`src/rtl/rme_pkg.sv`:
```
`default_nettype none
package rme_pkg;

  localparam int DATA_W    = 64;
  localparam int WIDTH_DEF = 64;
  localparam int CFG_IDX_W = 2;

  localparam logic [CFG_IDX_W-1:0] CFG_PUBLIC_EXP  = 2'd0;
  localparam logic [CFG_IDX_W-1:0] CFG_PRIVATE_EXP = 2'd1;
  localparam logic [CFG_IDX_W-1:0] CFG_MODULUS     = 2'd2;

  localparam logic CMD_ENCRYPT = 1'b0;
  localparam logic CMD_DECRYPT = 1'b1;

  typedef struct packed {
    logic              cmd;
    logic [DATA_W-1:0] message;
  } in_item_t;

  typedef struct packed {
    logic [DATA_W-1:0] result;
    logic              bad_modulus;
  } out_item_t;

  typedef enum logic [2:0] {
    ST_IDLE,
    ST_REDUCE,
    ST_STEP,
    ST_MUL,
    ST_SQR,
    ST_FINISH
  } state_t;

endpackage
`default_nettype wire

```
`src/rtl/rsa_modular_exponentiation.sv`:
```
// flow: the message is reduced mod m, then for each exponent bit up to the top set bit
//   the running power is squared, after a multiply into the accumulator when the bit is set
// zero modulus or zero exponent: the result goes out without using the multiplier
// throughput: one item at a time, in_ready returns with out_valid unless the previous
//   result still waits; reset: synchronous active-low rst_n clears control and config
`default_nettype none
module rsa_modular_exponentiation #(
  parameter int WIDTH = rme_pkg::WIDTH_DEF
) (
  input  wire logic                          clk,
  input  wire logic                          rst_n,
  // input item channel
  input  wire logic                          in_valid,
  output logic                               in_ready,
  input  wire rme_pkg::in_item_t             in_data,
  // result channel
  output logic                               out_valid,
  input  wire logic                          out_ready,
  output rme_pkg::out_item_t                 out_data,
  // configuration write channel
  input  wire logic                          cfg_valid,
  output logic                               cfg_ready,
  input  wire logic [rme_pkg::CFG_IDX_W-1:0] cfg_index,
  input  wire logic [rme_pkg::DATA_W-1:0]    cfg_data
);
  import rme_pkg::*;

  // configuration registers, only the low WIDTH bits matter
  logic [WIDTH-1:0] pub_exp_r, priv_exp_r, mod_cfg_r;

  // sequencer state and operands
  state_t           state_r, state_nxt;
  logic [WIDTH-1:0] m_r, m_nxt;        // modulus latched per item
  logic [WIDTH-1:0] e_r, e_nxt;        // exponent bits left
  logic [WIDTH-1:0] acc_r, acc_nxt;    // accumulator
  logic [WIDTH-1:0] rp_r, rp_nxt;      // running power
  logic [WIDTH-1:0] res_r, res_nxt;    // finished result
  logic             bad_r, bad_nxt;

  // output register
  logic             out_valid_r, out_valid_nxt;
  out_item_t        out_data_r, out_data_nxt;

  // shared multiplier hookup
  logic             mm_start, mm_done;
  logic [WIDTH-1:0] mm_a, mm_b, mm_p;

  // item fields cut to the working width
  logic [WIDTH-1:0] sel_exp, new_mod, one_mod;

  assign cfg_ready = 1'b1;
  assign in_ready  = (state_r == ST_IDLE);
  assign out_valid = out_valid_r;
  assign out_data  = out_data_r;

  // config writes, indexes beyond the list are dropped
  always_ff @(posedge clk) begin
    if (!rst_n) begin
      pub_exp_r  <= '0;
      priv_exp_r <= '0;
      mod_cfg_r  <= '0;
    end else if (cfg_valid && cfg_ready) begin
      case (cfg_index)
        CFG_PUBLIC_EXP:  pub_exp_r  <= cfg_data[WIDTH-1:0];
        CFG_PRIVATE_EXP: priv_exp_r <= cfg_data[WIDTH-1:0];
        CFG_MODULUS:     mod_cfg_r  <= cfg_data[WIDTH-1:0];
        default: ;
      endcase
    end
  end

  always_comb begin
    sel_exp = (in_data.cmd == CMD_DECRYPT) ? priv_exp_r : pub_exp_r;
    new_mod = mod_cfg_r;
    // 1 mod m, zero when the modulus is one
    one_mod = (new_mod == WIDTH'(1)) ? '0 : WIDTH'(1);
  end

  // sequencer: reduce the message, then multiply / square per exponent bit
  always_comb begin
    state_nxt     = state_r;
    m_nxt         = m_r;
    e_nxt         = e_r;
    acc_nxt       = acc_r;
    rp_nxt        = rp_r;
    res_nxt       = res_r;
    bad_nxt       = bad_r;
    mm_start      = 1'b0;
    mm_a          = acc_r;
    mm_b          = rp_r;
    out_valid_nxt = out_valid_r && !out_ready;
    out_data_nxt  = out_data_r;

    case (state_r)
      ST_IDLE: begin
        if (in_valid) begin
          m_nxt   = new_mod;
          e_nxt   = sel_exp;
          bad_nxt = 1'b0;
          if (new_mod == '0) begin
            // zero modulus flags an error and returns 0
            res_nxt   = '0;
            bad_nxt   = 1'b1;
            acc_nxt   = '0;
            rp_nxt    = '0;
            e_nxt     = '0;
            state_nxt = ST_FINISH;
          end else if (sel_exp == '0) begin
            // zero exponent returns 1 even for modulus one
            res_nxt   = WIDTH'(1);
            state_nxt = ST_FINISH;
          end else begin
            // message mod m as message * (1 mod m)
            acc_nxt   = one_mod;
            mm_start  = 1'b1;
            mm_a      = in_data.message[WIDTH-1:0];
            mm_b      = one_mod;
            state_nxt = ST_REDUCE;
          end
        end
      end
      ST_REDUCE: begin
        if (mm_done) begin
          rp_nxt    = mm_p;
          state_nxt = ST_STEP;
        end
      end
      ST_STEP: begin
        mm_start = 1'b1;
        if (e_r[0]) begin
          mm_a      = acc_r;
          mm_b      = rp_r;
          state_nxt = ST_MUL;
        end else begin
          mm_a      = rp_r;
          mm_b      = rp_r;
          state_nxt = ST_SQR;
        end
      end
      ST_MUL: begin
        if (mm_done) begin
          acc_nxt   = mm_p;
          mm_start  = 1'b1;
          mm_a      = rp_r;
          mm_b      = rp_r;
          state_nxt = ST_SQR;
        end
      end
      ST_SQR: begin
        if (mm_done) begin
          rp_nxt = mm_p;
          e_nxt  = e_r >> 1;
          if ((e_r >> 1) == '0) begin
            res_nxt   = acc_r;
            state_nxt = ST_FINISH;
          end else begin
            state_nxt = ST_STEP;
          end
        end
      end
      ST_FINISH: begin
        // hand over once the output register is free or being drained
        if (!out_valid_r || out_ready) begin
          out_valid_nxt            = 1'b1;
          out_data_nxt.result      = DATA_W'(res_r);
          out_data_nxt.bad_modulus = bad_r;
          state_nxt                = ST_IDLE;
        end
      end
      default: begin
        state_nxt = ST_IDLE;
      end
    endcase
  end

  always_ff @(posedge clk) begin
    if (!rst_n) begin
      state_r     <= ST_IDLE;
      out_valid_r <= 1'b0;
      acc_r       <= '0;
      rp_r        <= '0;
      e_r         <= '0;
    end else begin
      state_r     <= state_nxt;
      out_valid_r <= out_valid_nxt;
      acc_r       <= acc_nxt;
      rp_r        <= rp_nxt;
      e_r         <= e_nxt;
    end
  end

  always_ff @(posedge clk) begin
    m_r        <= m_nxt;
    res_r      <= res_nxt;
    bad_r      <= bad_nxt;
    out_data_r <= out_data_nxt;
  end

  rme_mulmod #(
    .WIDTH(WIDTH)
  ) u_mulmod (
    .clk  (clk),
    .rst_n(rst_n),
    .start(mm_start),
    .a    (mm_a),
    .b    (mm_b),
    .m    (m_r),
    .done (mm_done),
    .p    (mm_p)
  );

endmodule
`default_nettype wire

```
`src/rtl/rme_mulmod.sv`:
```
`default_nettype none
// bit-serial interleaved modular multiplier, one bit of a per cycle, msb first
module rme_mulmod #(
  parameter int WIDTH = 64
) (
  input  wire logic             clk,
  input  wire logic             rst_n,
  input  wire logic             start,
  input  wire logic [WIDTH-1:0] a,
  input  wire logic [WIDTH-1:0] b,
  input  wire logic [WIDTH-1:0] m,
  output logic                  done,
  output logic      [WIDTH-1:0] p
);
  localparam int EW = WIDTH + 2;
  localparam int CW = $clog2(WIDTH);

  logic [WIDTH-1:0] a_r, b_r, r_r;
  logic [WIDTH-1:0] a_nxt, b_nxt, r_nxt;
  logic [CW-1:0]    cnt_r, cnt_nxt;
  logic             busy_r, busy_nxt, done_r, done_nxt;

  logic [EW-1:0]    dbl, dbl_sub, sum, sum_sub;
  logic [WIDTH-1:0] r2, r3;

  always_comb begin
    // r = 2r mod m
    dbl     = {1'b0, r_r, 1'b0};
    dbl_sub = dbl - {2'b00, m};
    r2      = dbl_sub[EW-1] ? dbl[WIDTH-1:0] : dbl_sub[WIDTH-1:0];
    // r = r + b mod m when the current bit of a is set
    sum     = {2'b00, r2} + {2'b00, b_r};
    sum_sub = sum - {2'b00, m};
    if (a_r[WIDTH-1]) begin
      r3 = sum_sub[EW-1] ? sum[WIDTH-1:0] : sum_sub[WIDTH-1:0];
    end else begin
      r3 = r2;
    end
  end

  always_comb begin
    a_nxt    = a_r;
    b_nxt    = b_r;
    r_nxt    = r_r;
    cnt_nxt  = cnt_r;
    busy_nxt = busy_r;
    done_nxt = 1'b0;
    if (start) begin
      a_nxt    = a;
      b_nxt    = b;
      r_nxt    = '0;
      cnt_nxt  = CW'(WIDTH - 1);
      busy_nxt = 1'b1;
    end else if (busy_r) begin
      a_nxt   = {a_r[WIDTH-2:0], 1'b0};
      r_nxt   = r3;
      cnt_nxt = cnt_r - 1'b1;
      if (cnt_r == '0) begin
        busy_nxt = 1'b0;
        done_nxt = 1'b1;
      end
    end
  end

  always_ff @(posedge clk) begin
    if (!rst_n) begin
      busy_r <= 1'b0;
      done_r <= 1'b0;
      cnt_r  <= '0;
    end else begin
      busy_r <= busy_nxt;
      done_r <= done_nxt;
      cnt_r  <= cnt_nxt;
    end
  end

  always_ff @(posedge clk) begin
    a_r <= a_nxt;
    b_r <= b_nxt;
    r_r <= r_nxt;
  end

  assign done = done_r;
  assign p    = r_r;

endmodule
`default_nettype wire

```
`config.mk`:
```
export PLATFORM = sky130hd
export DESIGN_NAME = rsa_modular_exponentiation
export DESIGN_NICKNAME = d
export VERILOG_FILES = /design/src/rtl/rme_pkg.sv /design/src/rtl/rsa_modular_exponentiation.sv /design/src/rtl/rme_mulmod.sv
export SDC_FILE = /design/constraint.sdc
export NUM_CORES = 2
export LEC_CHECK = 0
export BUFFER_PORTS_ARGS = -buffer_cell sky130_fd_sc_hd__buf_2
export CAP_MARGIN = 20
export CORE_UTILIZATION = 63
export CTS_CLUSTER_SIZE = 14
export DETAILED_ROUTE_END_ITERATION = 7
export PLACE_DENSITY = 0.81
export SLEW_MARGIN = 20
export SYNTH_ARGS = -nofsm -noshare
export SYNTH_HDL_FRONTEND = slang
export SYNTH_HIERARCHICAL = 1
export SYNTH_SLANG_ARGS = --single-unit
```
`constraint.sdc`:
```
create_clock -name clk -period 11.3 [get_ports clk]
set_input_delay 2.26 -clock clk [delete_from_list [all_inputs] [get_ports clk]]
set_output_delay 2.26 -clock clk [all_outputs]
set_load 0.02 [all_outputs]
```
==> impl_metrics.env <==
export IMPL_grt_max_degree=156
export IMPL_reg2reg_depth=30
export IMPL_cp_slowest_stage_delay_ns=0.84
export IMPL_relSlewSlack_pct=23.30
export IMPL_multi_input_area_um2=24910
export IMPL_antenna_found_initial=2
export IMPL_fmax_ghz=0.09451
export IMPL_cts_clk_slew_worst_paths_ns=0.07
export IMPL_die_area_um2=74330
export IMPL_synth_fa_ha_area_share_pct=5.363
export IMPL_worst_slew_pin_slew_ns=1.138
export IMPL_synth_cell_type_count=114
export IMPL_hpwlAfterDp_um=106200
export IMPL_fin_skew_ns=0.02824
export IMPL_cp_slowest_cell="a211oi_4"
export IMPL_regToRegSetupSlack_ns=0.72
export IMPL_n_fill_cell=5672
export IMPL_area_delta_synth_final_pct=8.539
export IMPL_cp_required_ns=11.87
export IMPL_post_route_period_util_pct=93.63
export IMPL_arrival_ns=11.16
export IMPL_num_nets_final=5359
export IMPL_cts_htree_levels=3
export IMPL_drtIter0Drc=4915
export IMPL_synth_top_family_by_area="compound AO/OA/AOI/OAI gates"
export IMPL_clock_latency_ns=0.67
export IMPL_core_area_um2=71980
export IMPL_hold_class="reg -> reg"
export IMPL_min_from="res_r[3]"
export IMPL_fp_row_count=98
export IMPL_hold_viol=0
export IMPL_cts_buffers_inserted=83
export IMPL_yosys_register_bits=782
export IMPL_cts_setup_buffers=0
export IMPL_worst_r2r_endpoint="u_mulmod/p[28]"
export IMPL_wl_per_cell_um=25.08
export IMPL_ys_flop_type="dfxtp_1"
export IMPL_place_inst=5890
export IMPL_final_cells=6048
export IMPL_avgSynthCellArea_um2=9.118
export IMPL_gp_congestion=1.036
export IMPL_hold_path_depth=0
export IMPL_final_common_cell="nand2_1"
export IMPL_grt_overflow_total=0
export IMPL_port_buffers=202
export IMPL_setup_tns_ns=0
export IMPL_final_cell_mix="nand2_1 (760), dfxtp_1 (458), a21oi_1 (326)"
export IMPL_seq_area_um2=18880
export IMPL_first_pass_iters=8
export IMPL_cts_root_buf="clkbuf_16"
export IMPL_cts_sinks=782
export IMPL_setup_violations=0
export IMPL_grt_pass1_vias=38760
export IMPL_viasPerCell=6.828
export IMPL_synth_seq_area_share_pct=40.91
export IMPL_reg2reg_from="m_r[48]"
export IMPL_status="finished clean"
export IMPL_final_max_slew_viol_count=0
export IMPL_synth_enable_flop_cells=322
export IMPL_drcViolationCount=0
export IMPL_period_needed_ns=10.58
export IMPL_largest_reg_flops=65
export IMPL_min_to="out_data[4]"
export IMPL_cts_resized_gates=0
export IMPL_syn_area_um2=46140
export IMPL_ant_nets=0
export IMPL_endpoint_kind="register"
export IMPL_die_y_um=272.6
export IMPL_synthCells=5061
export IMPL_rsz0062_at_grt="false"
export IMPL_wl_um=151700
export IMPL_crit_type="reg -> reg"
export IMPL_synth_xor_area_share_pct=3.473
export IMPL_crit_start="m_r[48]"
export IMPL_synthArstFlopShare_pct=0
export IMPL_synth_fp_nets=5393
export IMPL_yosys_warnings=6
export IMPL_final_layout_size_suffix_gt1_share_pct=13.67
export IMPL_die_x_um=272.6
export IMPL_fin_hold_ws_ns=0.4173
export IMPL_cts_tree="built"
export IMPL_synthSimpleGateAreaFrac_pct=15.26
export IMPL_cts_hold_buffers=0
export IMPL_synth_mux_area_share_pct=3.924
export IMPL_start_kind="register"
export IMPL_via_count=41290
export IMPL_maxCapViolations=0
export IMPL_crit_fanout=45
export IMPL_synth_compound_area_share_pct=25.60
export IMPL_grt_use_total_pct=39.88
export IMPL_ios=204
export IMPL_grt_pass1_wl_um=229600
export IMPL_initial_core_util_pct=64.11
export IMPL_clockBufferDepth=3
==> cell usage after synthesis, types with 43 or more instances <==
cell      number  area (µm²)
xnor2_1      102       893.4
a21o_1        75       563.0
o211ai_1      46       345.3
a21oi_1      328        1642
nor4_1        76       475.5
a221oi_1     133        1165
nand2_1      760        2853
and2_1        72       450.4
edfxtp_1     322        9669
and3_1        77       481.7
dfxtp_1      460        9209
nand4_1       75       469.2
nand3_1      114       570.6
xor2_1        81       709.4
a41o_1        68       680.7
clkbuf_1     282        1059
mux2_2       139        1565
a21boi_2      60       675.7
o21ai_0      237        1186
nor2_1       221       829.6
a32o_1        64       640.6
inv_1        202       758.2
ha_1         193        2415
a22oi_1       43       322.8
a21boi_0     220        1652
buf_2         48       240.2
==> cell families (layout without fill, tap and decap cells) <==
logic type | Yosys count | after routing
muxes | 163 | 163
xor gates and xnor gates | 183 | 183
DFF | 782 | 782
other | 1 | 2
AOI/OAI and AO/OA | 1621 | 1621
buffers and inverters | 582 | 618
adders and majority gates | 196 | 196
and+or+nand+nor | 1533 | 1533
==> worst max path at each step <==
stage | slack [ns] | cells past startpoint | to
floorplan | 2.21 | 5 | res_r[0]
global placement | 1.34 | 30 | u_mulmod/p[28]
detailed placement | 1.14 | 34 | u_mulmod/p[28]
CTS | 1.10 | 34 | u_mulmod/p[28]
global route | 0.17 | 34 | u_mulmod/p[28]
finish | 0.72 | 30 | u_mulmod/p[28]
==> layout make-up <==
type / instances / share of cell area, %
clock inverter: 37 / 0.9018
multi-input combinational: 3697 / 49.73
sequential: 782 / 37.70
clock buffer: 118 / 4.737
inverter: 204 / 1.529
antenna: 1 / 0.004996
timing repair buffer: 259 / 3.023
tap: 950 / 2.373
==> through the flow <==
step                util (%)  worst slack [ns]  instance area, µm²
finish                 69.58            0.7194               50080
global route           69.58            0.1726               50080
CTS                    69.50             1.102               50030
detailed placement     65.58             1.136               47200
global placement       65.58             1.336               47200
floorplan                  -             2.210               46140
==> metal layers <==
layer	share of wire, %	vias to the layer above	global-route usage, %
li1	-	18640	-
met1	40	19960	52.51
met2	47	2281	64.57
met3	9.0	413	6.414
met4	4.5	2	17.98
met5	0.0073	-	0
==> worst max-delay path: cells and delay by family, from the launching register on <==
kind | cells | cell delay (ns)
buffers and inverters | 4 | 1.24
DFF | 1 | 0.37
adders and majority gates | 3 | 1.09
AOI/OAI and AO/OA | 15 | 5.47
xor gates and xnor gates | 1 | 0.34
and+or+nand+nor | 6 | 1.50
muxes | 1 | 0.41
Power is not shown: default switching activity piles up to over one toggle a cycle in this logic, so the estimate is an artifact.
